### config.mk
export PLATFORM = sky130hd
export DESIGN_NAME = fba_engine
export DESIGN_NICKNAME = d
export VERILOG_FILES = /design/src/hdl/fba_pkg.sv /design/src/hdl/fba_engine.sv
export SDC_FILE = /design/constraint.sdc
export NUM_CORES = 1
export LEC_CHECK = 0
export ABC_CLOCK_PERIOD_IN_PS = 4500
export BUFFER_PORTS_ARGS = -buffer_cell sky130_fd_sc_hd__buf_2
export CORE_UTILIZATION = 45
export CTS_BUF_LIST = sky130_fd_sc_hd__clkbuf_8
export CTS_CLUSTER_DIAMETER = 120
export DETAILED_ROUTE_END_ITERATION = 10
export MAX_ROUTING_LAYER = met4
export PLACE_DENSITY = 0.71
export SETUP_SLACK_MARGIN = 0.02
export SLEW_MARGIN = 5
export SYNTH_ARGS = -nofsm -noshare
export SYNTH_HDL_FRONTEND = slang
export SYNTH_SLANG_ARGS = --single-unit
### constraint.sdc
create_clock -name clk -period 4.5 [get_ports clk]
set_input_delay 0.45 -clock clk [delete_from_list [all_inputs] [get_ports clk]]
set_output_delay 0.45 -clock clk [all_outputs]
set_load 0.1 [all_outputs]
### src/hdl/fba_pkg.sv
// ---------------------------------------------------------------------------
// fba_pkg
// Shared types, codes and helpers of the frame bitmap allocator.
// ---------------------------------------------------------------------------
`default_nettype none

package fba_pkg;

  localparam int          WORD_BITS       = 32;
  localparam int          BIT_W           = 5;
  localparam int          FRAME_W         = 15;
  localparam int          GWORD_W         = FRAME_W - BIT_W;
  localparam int          WORDS_W         = 11;
  localparam logic [31:0] ALL_USED        = 32'hFFFF_FFFF;
  localparam logic [WORDS_W-1:0] MAX_GRANT_WORDS = 11'd1024;

  typedef enum logic [1:0] {
    ACT_ALLOC     = 2'd0,
    ACT_FREE      = 2'd1,
    ACT_MARK_USED = 2'd2,
    ACT_MARK_FREE = 2'd3
  } action_t;

  typedef enum logic [1:0] {
    ST_CLEAR,
    ST_IDLE,
    ST_MODIFY,
    ST_SEARCH
  } state_t;

  // Position of the lowest clear bit; the word must not be all ones.
  // Halve the window five times, refilling the vacated top with ones.
  function automatic logic [BIT_W-1:0] low_zero(input logic [WORD_BITS-1:0] w);
    logic [WORD_BITS-1:0] v;
    logic [BIT_W-1:0]     pos;
    v   = w;
    pos = '0;
    if (&v[15:0]) begin
      pos[4] = 1'b1;
      v      = {16'hFFFF, v[31:16]};
    end
    if (&v[7:0]) begin
      pos[3] = 1'b1;
      v      = {8'hFF, v[31:8]};
    end
    if (&v[3:0]) begin
      pos[2] = 1'b1;
      v      = {4'hF, v[31:4]};
    end
    if (&v[1:0]) begin
      pos[1] = 1'b1;
      v      = {2'b11, v[31:2]};
    end
    if (v[0]) begin
      pos[0] = 1'b1;
    end
    return pos;
  endfunction

endpackage

`default_nettype wire

### src/hdl/fba_engine.sv
// ---------------------------------------------------------------------------
// fba_engine
// Sequencer of the allocator: clearing pass, read-modify-write of one bitmap
// word for free and mark, and a pipelined word-by-word first-fit search.
// ---------------------------------------------------------------------------
`default_nettype none

module fba_engine #(
  parameter int BITMAP_WORDS = 1024,
  localparam int AW          = (BITMAP_WORDS > 1) ? $clog2(BITMAP_WORDS) : 1
) (
  input  wire logic                          clk,
  input  wire logic                          rst,
  input  wire logic                          start,
  input  wire logic [1:0]                    action,
  input  wire logic [fba_pkg::FRAME_W-1:0]   frame_index,
  input  wire logic [fba_pkg::WORDS_W-1:0]   frame_words,
  output logic                               busy,
  output logic                               done,
  output logic      [fba_pkg::FRAME_W-1:0]   granted_frame,
  output logic                               out_of_memory,
  output logic                               mem_we,
  output logic      [AW-1:0]                 mem_waddr,
  output logic      [fba_pkg::WORD_BITS-1:0] mem_wdata,
  output logic                               mem_re,
  output logic      [AW-1:0]                 mem_raddr,
  input  wire logic [fba_pkg::WORD_BITS-1:0] mem_rdata
);
  import fba_pkg::*;

  localparam logic [WORDS_W-1:0] DEPTH_CAP =
    (BITMAP_WORDS < 1024) ? WORDS_W'(BITMAP_WORDS) : MAX_GRANT_WORDS;
  localparam logic [AW-1:0] LAST_ADDR = AW'(BITMAP_WORDS - 1);

  state_t             state, state_next;
  logic [AW-1:0]      clr_cnt, clr_cnt_next;
  logic [GWORD_W-1:0] chk_cnt, chk_cnt_next;
  action_t            act;
  logic [GWORD_W-1:0] widx;
  logic [BIT_W-1:0]   bpos;
  logic               in_range;

  logic               done_next;
  logic [FRAME_W-1:0] granted_next;
  logic               oom_next;

  logic [WORDS_W-1:0] lim;
  logic               accept;
  logic               found;
  logic               last_word;
  logic [BIT_W-1:0]   hit_bit;
  logic [WORDS_W-1:0] chk_plus;
  logic [WORD_BITS-1:0] bit_mask;

  // Search bound: smaller of the register and the searchable depth
  assign lim = (frame_words < DEPTH_CAP) ? frame_words : DEPTH_CAP;

  assign accept    = start && (state == ST_IDLE);
  assign busy      = (state != ST_IDLE);
  assign found     = (mem_rdata != ALL_USED);
  assign hit_bit   = low_zero(mem_rdata);
  assign chk_plus  = WORDS_W'(chk_cnt) + WORDS_W'(1);
  assign last_word = (chk_plus == lim);
  assign bit_mask  = WORD_BITS'(1) << bpos;

  // Next state
  always_comb begin
    state_next = state;
    unique case (state)
      ST_CLEAR: begin
        if (clr_cnt == LAST_ADDR) state_next = ST_IDLE;
      end
      ST_IDLE: begin
        if (accept) begin
          if (action != ACT_ALLOC)  state_next = ST_MODIFY;
          else if (lim != '0)       state_next = ST_SEARCH;
        end
      end
      ST_MODIFY: begin
        state_next = ST_IDLE;
      end
      ST_SEARCH: begin
        if (found || last_word) state_next = ST_IDLE;
      end
      default: state_next = ST_IDLE;
    endcase
  end

  // Memory controls and result
  always_comb begin
    mem_we       = 1'b0;
    mem_waddr    = AW'(chk_cnt);
    mem_wdata    = mem_rdata;
    mem_re       = 1'b0;
    mem_raddr    = AW'(chk_plus);
    clr_cnt_next = clr_cnt;
    chk_cnt_next = chk_cnt;
    done_next    = 1'b0;
    granted_next = '0;
    oom_next     = 1'b0;
    unique case (state)
      ST_CLEAR: begin
        mem_we       = 1'b1;
        mem_waddr    = clr_cnt;
        mem_wdata    = ALL_USED;
        clr_cnt_next = clr_cnt + AW'(1);
      end
      ST_IDLE: begin
        if (accept) begin
          if (action != ACT_ALLOC) begin
            // read the word that holds the frame
            mem_re    = 1'b1;
            mem_raddr = AW'(frame_index[FRAME_W-1:BIT_W]);
          end else if (lim != '0) begin
            mem_re       = 1'b1;
            mem_raddr    = '0;
            chk_cnt_next = '0;
          end else begin
            done_next = 1'b1;
            oom_next  = 1'b1;
          end
        end
      end
      ST_MODIFY: begin
        mem_we    = in_range;
        mem_waddr = AW'(widx);
        mem_wdata = (act == ACT_MARK_USED) ? (mem_rdata | bit_mask)
                                           : (mem_rdata & ~bit_mask);
        done_next = 1'b1;
      end
      ST_SEARCH: begin
        if (found) begin
          done_next = 1'b1;
          if ((chk_cnt == '0) && (hit_bit == '0)) begin
            // lowest free frame is frame zero: treat as failure
            oom_next = 1'b1;
          end else begin
            mem_we       = 1'b1;
            mem_waddr    = AW'(chk_cnt);
            mem_wdata    = mem_rdata | (WORD_BITS'(1) << hit_bit);
            granted_next = {chk_cnt, hit_bit};
          end
        end else if (last_word) begin
          done_next = 1'b1;
          oom_next  = 1'b1;
        end else begin
          // advance to the next word, one read per cycle
          mem_re       = 1'b1;
          mem_raddr    = AW'(chk_plus);
          chk_cnt_next = chk_plus[GWORD_W-1:0];
        end
      end
      default: begin
      end
    endcase
  end

  // Control registers
  always_ff @(posedge clk) begin
    if (rst) begin
      state   <= ST_CLEAR;
      clr_cnt <= '0;
      done    <= 1'b0;
    end else begin
      state   <= state_next;
      clr_cnt <= clr_cnt_next;
      done    <= done_next;
    end
  end

  // Transaction and result registers
  always_ff @(posedge clk) begin
    chk_cnt       <= chk_cnt_next;
    granted_frame <= granted_next;
    out_of_memory <= oom_next;
    if (accept) begin
      act      <= action_t'(action);
      widx     <= frame_index[FRAME_W-1:BIT_W];
      bpos     <= frame_index[BIT_W-1:0];
      in_range <= (32'(frame_index[FRAME_W-1:BIT_W]) < BITMAP_WORDS);
    end
  end

endmodule

`default_nettype wire

## Word-level counts from Yosys, hierarchy flattened

Cells that the tools add are included.

| cells by class | value |
|---|---|
| $lt $le $gt $ge | 1 |
| bitwise logic cells | 6 |
| equal/unequal tests | 16 |
| shifts and indexed selects | 2 |
| reduce and logical (&&, ||, !) cells | 17 |
| add/subtract/negate cells | 2 |
| muxes and demuxes | 49 |

Operators by type and width:

| operator | number |
|---|---|
| 32-bit two-way mux | 3 |
| 32-bit case mux with 3 select lines | 1 |
| 10-bit two-way mux | 9 |
| 32-bit OR | 2 |
| 1-bit by 5-bit left shift with 32-bit output (first input constant) | 2 |
| 10-bit case mux with 2 select lines | 2 |
| 32-bit AND | 1 |
| 32-bit != test (second input constant) | 1 |
| 32-bit inverter | 1 |
| 1-bit two-way mux | 20 |
| 16-bit AND reduction | 1 |
| 15-bit two-way mux | 1 |
| 2-bit != test (second input constant) | 6 |
| 10-bit by 1-bit adder with 11-bit output (second input constant) | 1 |
| 11-bit == test | 1 |
| 11-bit < comparator (second input constant) | 1 |
| 11-bit two-way mux | 1 |
| 11-bit nonzero test | 1 |
| 10-bit by 1-bit adder with 10-bit output (second input constant) | 1 |
| 10-bit == test (second input constant) | 1 |
| 10-bit logical NOT | 1 |
| 2-bit two-way mux | 5 |
| 2-bit case mux with 4 select lines | 1 |
| 4-bit AND reduction | 2 |
| other kinds (19) | 27 |

| word-level totals | value |
|---|---|
| word-level logic and storage cells | 102 |
| register bits after elaboration | 56 |
| output and inout port bits | 72 |
| bits of input ports | 63 |

## Longest topological paths before layout

| depth | value |
|---|---|
| depth in word-level cells | 14 |
| mapped depth | 10 |
| gate-level depth less buffers | 9 |

## Least setup slack after synthesis

OpenSTA, ideal clock, no wires.

| timing | value |
|---|---|
| path type | in2out |
| start point | input port mem_rdata[11] (netlist bit) |
| end point | output port mem_wdata[2] (netlist bit) |
| data required time | 4.050 ns |
| buffers on the path | 1 |
| data arrival time | 4.229 ns |
| stages | 8 |
| path slack | -0.179 ns |
| cell sequence | nand4_2 > nor4_4 > mux2_4 > buf_6 > a21oi_1 > nor3_2 > nand3_1 > o31ai_1 |

| between the ends | value |
|---|---|
| word-level cells in the longest chain between the ends | 14 |
| elaborated cells between the ends (all ways) | 21 |
| classes of those cells | 1 x eq/ne; 1 x shift; 12 x mux; 1 x bitwise; 6 x reduce/logical |

RTL lines:

| what | RTL line | text |
|---|---|---|
| from (decl) | fba_engine.sv:27 | `input wire logic [fba_pkg::WORD_BITS-1:0] mem_rdata` |
| 16-bit AND reduction | fba_pkg.sv:38 | `if (&v[15:0]) begin` |
| 15-bit two-way mux | fba_pkg.sv:38 |  |
| 8-bit AND reduction | fba_pkg.sv:42 | `if (&v[7:0]) begin` |
| 7-bit two-way mux | fba_pkg.sv:42 |  |
| 4-bit AND reduction | fba_pkg.sv:46 | `if (&v[3:0]) begin` |
| 3-bit two-way mux | fba_pkg.sv:46 |  |
| 2-bit AND reduction | fba_pkg.sv:50 | `if (&v[1:0]) begin` |
| 1-bit two-way mux | fba_pkg.sv:50 |  |
| 1-bit two-way mux | fba_pkg.sv:54 | `if (v[0]) begin` |
| 5-bit logical NOT / 1-bit by 5-bit left shift with 32-bit output (equally long branches) | fba_engine.sv:134, fba_engine.sv:140 |  |
| 1-bit logical AND / 32-bit OR (equally long branches) | fba_engine.sv:134, fba_engine.sv:140 |  |
| 32-bit two-way mux | fba_engine.sv:134 | `if ((chk_cnt == '0) && (hit_bit == '0)) begin` |
| 32-bit two-way mux (*) | fba_engine.sv:132 | `if (found) begin` |
| 32-bit case mux with 3 select lines (*) | fba_engine.sv:101 | `unique case (state)` |
| to (decl) | fba_engine.sv:24 | `output logic [fba_pkg::WORD_BITS-1:0] mem_wdata,` |

Mark *: on every way between the ends. The rest lies on a longest branch, timed or not.

## Worst setup path in the final report

| timing | value |
|---|---|
| start point | input port mem_rdata[5] (netlist bit) |
| end point | output port mem_wdata[1] (netlist bit) |

The elaborated chain is that of the path after synthesis.

==> reports/results.ini <==
[run_status]
status=complete, no violations

[clock_tree]
clock_path_buffers=2
root_buffer=clkbuf_8
clk_latency_ns=0.31
cts_resized=0
cts_setup_buffers=0
cts_tree=yes
clkTransAtPathRegs_ns=0.11
cts_hold_buf=0
h-tree-depth=2
clock-sinks=56
cts_inserted_buffers=5

[sta]
min_period_ns=4.04
setup_viol=0
setup_ws_ns=0.460
whs_ns=0.301
hold_viol_final=0
finalMaxSlewViolations=0
grt_setup_unrepaired=no
fin_tns_setup_ns=0
post-route-period-util_pct=89.8
fmax_mhz=248
fin_skew_ns=0.00844
relSlewSlack_pct=26.6
max_slew.worst_pin.slew_ns=1.10

[critical_path]
crit_type=primary input to output port
path_max_fanout=12
critPathLaunchType=primary input
required_ns=4.05
r2r_cells=7
end_kind=output port
crit_arrival_ns=3.59

[yosys]
yosysMostFrequentCell=o21ai_0
synth_edf_count=27
synthFlopType=dfxtp_1
synth_top_cell_area_share_pct=18.2
synth_area_leader_cell=edfxtp_1
synthesis.instances=569
ys_ff_latch=56
synthesis.nets=635
async_reset_ff_share_pct=0
synth_area_um2=4450
synth_sequential_area_ratio_pct=31.3
synth.avg_cell_area_um2=7.81
netlist_top_cells_area=edfxtp_1 18%, dfxtp_1 13%, o21ai_0 7.0%
synth_common_cells=62 x o21ai_0, 61 x nand2_1, 59 x nor2_1, 29 x dfxtp_1, 28 x clkbuf_1
ys_types=73
yosysWarnings=0

[grt]
grt_overflow=0
antenna_found_initial=0
grt_pass1_vias=5000
grt_max_degree=33
track_usage_pct=35.9
grt_pass1_wl_mm=27.1

[detailed_routing]
vias=5190
drt_iter0_drc=437
ant_nets=0
wl_per_cell_um=21.4
drc=0
wl_mm=17.4
dr.pass1.iters=5
viasPerCell=6.38

[power_and_ir_drop]
p_comb_share_pct=14.5
ir_worst_vdd_uv=153
p_sw_share_pct=28.3
clkPwrFrac_pct=30.0
power.share.sequential_pct=55.5
p_switching_mw=0.274
p_int_mw=0.693
p_per_area_nw_per_um2=182
power_mw=0.967
static-leakage-power_nw=1.91

[die]
die_y_um=101
initial_utilization_pct=47.2
io-pin-count=135
die_x_um=101
core_um2=9420
row_count=35
die_area_um2=10300

[cells_and_area]
ff_latch_area_um2=1390
syn2layout_area_growth_pct=19.4
fin_util_pct=56.4
fillers=902
final_area_um2=5310
stdcell_count=814
layout-drive-gt1-share_pct=25.1
diodes=0
multiInputGateArea_um2=2880
layout.nets=750

[placed_design]
dpl_cell_area_um2=5220
portBuffers=134
dp_hpwl_mm=13.4
place_inst=806
preCtsSetupSlack_ns=0.592
gp_congestion=1.02

[min_path]
hold_depth=1
hold_path_class=primary input to flop

[job]
cap_violations=0

-- metal layers --
layer | up-vias | share of wire [%] | track usage, %
met1 | 2394 | 38 | 43.3
met2 | 366 | 48 | 59.2
li1 | 2380 | - | -
met3 | 50 | 9.5 | 4.35
met4 | 0 | 4.2 | 18.2
met5 | - | 0 | -
-- state kept, by name (all words and copies together) (netlist names) --
register / count
act: 2
state: 2
out_of_memory: 1
clr_cnt: 10
widx: 10
chk_cnt: 10
bpos: 5
done: 1
granted_frame: 15
-- logic make-up (layout without fill, tap and decap cells) --
kind of cell,Yosys count,after routing,synth area share [%]
buffers and inverters,49,165,4.33
XOR/XNOR,17,17,4.00
AO/OA/AOI/OAI,175,175,26.5
multiplexers,18,18,4.17
flip-flops,56,56,31.3
adder cells (fa/ha/maj),3,3,0.844
AND/OR/NAND/NOR,251,251,28.9
-- final cells by class --
class                           instances  share of cell area (%)
Clock buffer                            5                    1.30
Clock inverter                          3                   0.424
Inverter                               15                    1.06
Multi-Input combinational cell        464                    54.2
Sequential cell                        56                    26.2
Tap cell                              129                    3.04
Timing Repair Buffer                  142                    13.8
-- power by group through the flow --
stage / combinational (mW) / sequential [mW] / clock (mW)
after global routing: 0.148 / 0.537 / 0.311
after CTS: 0.136 / 0.537 / 0.298
after detailed placement: 0.135 / 0.548 / 0
after global placement: 0.135 / 0.548 / 0
final: 0.140 / 0.537 / 0.290
after floorplan: 0.0670 / 0.547 / 0
-- cells in the final DEF (no fill, tap or decap), types with 7 or more instances in the layout --
cell type / instances
nand3_1: 21
buf_4: 8
o21a_1: 7
and3_1: 9
and2_1: 13
o311ai_0: 12
nor2_1: 59
nand2_1: 61
dfxtp_1: 29
nor3_1: 19
nand2b_1: 9
o21ai_0: 62
edfxtp_1: 27
a21oi_1: 14
nand4_1: 16
xor2_1: 8
o21ai_1: 10
mux2i_1: 17
buf_2: 134
xnor2_1: 7
inv_1: 15
or3_1: 10
-- path summary, 6_finish.rpt --
check            startpoint            to  slack [ns]
min reg2reg      clr_cnt[6]    clr_cnt[6]        0.53
max            mem_rdata[5]  mem_wdata[1]        0.46
max reg2reg      chk_cnt[2]    chk_cnt[8]        1.23
min          frame_index[0]       bpos[0]        0.30
-- critical path: stages --
cell      delay [ns]
buf_2           0.18
nand3_2         0.14
or4_1           0.75
mux2_4          0.44
o221ai_1        0.23
nand3_1         0.12
a211oi_2        0.57
a31o_1          0.25
buf_2           0.44
No activity file was read; power rests on OpenSTA's default activity.
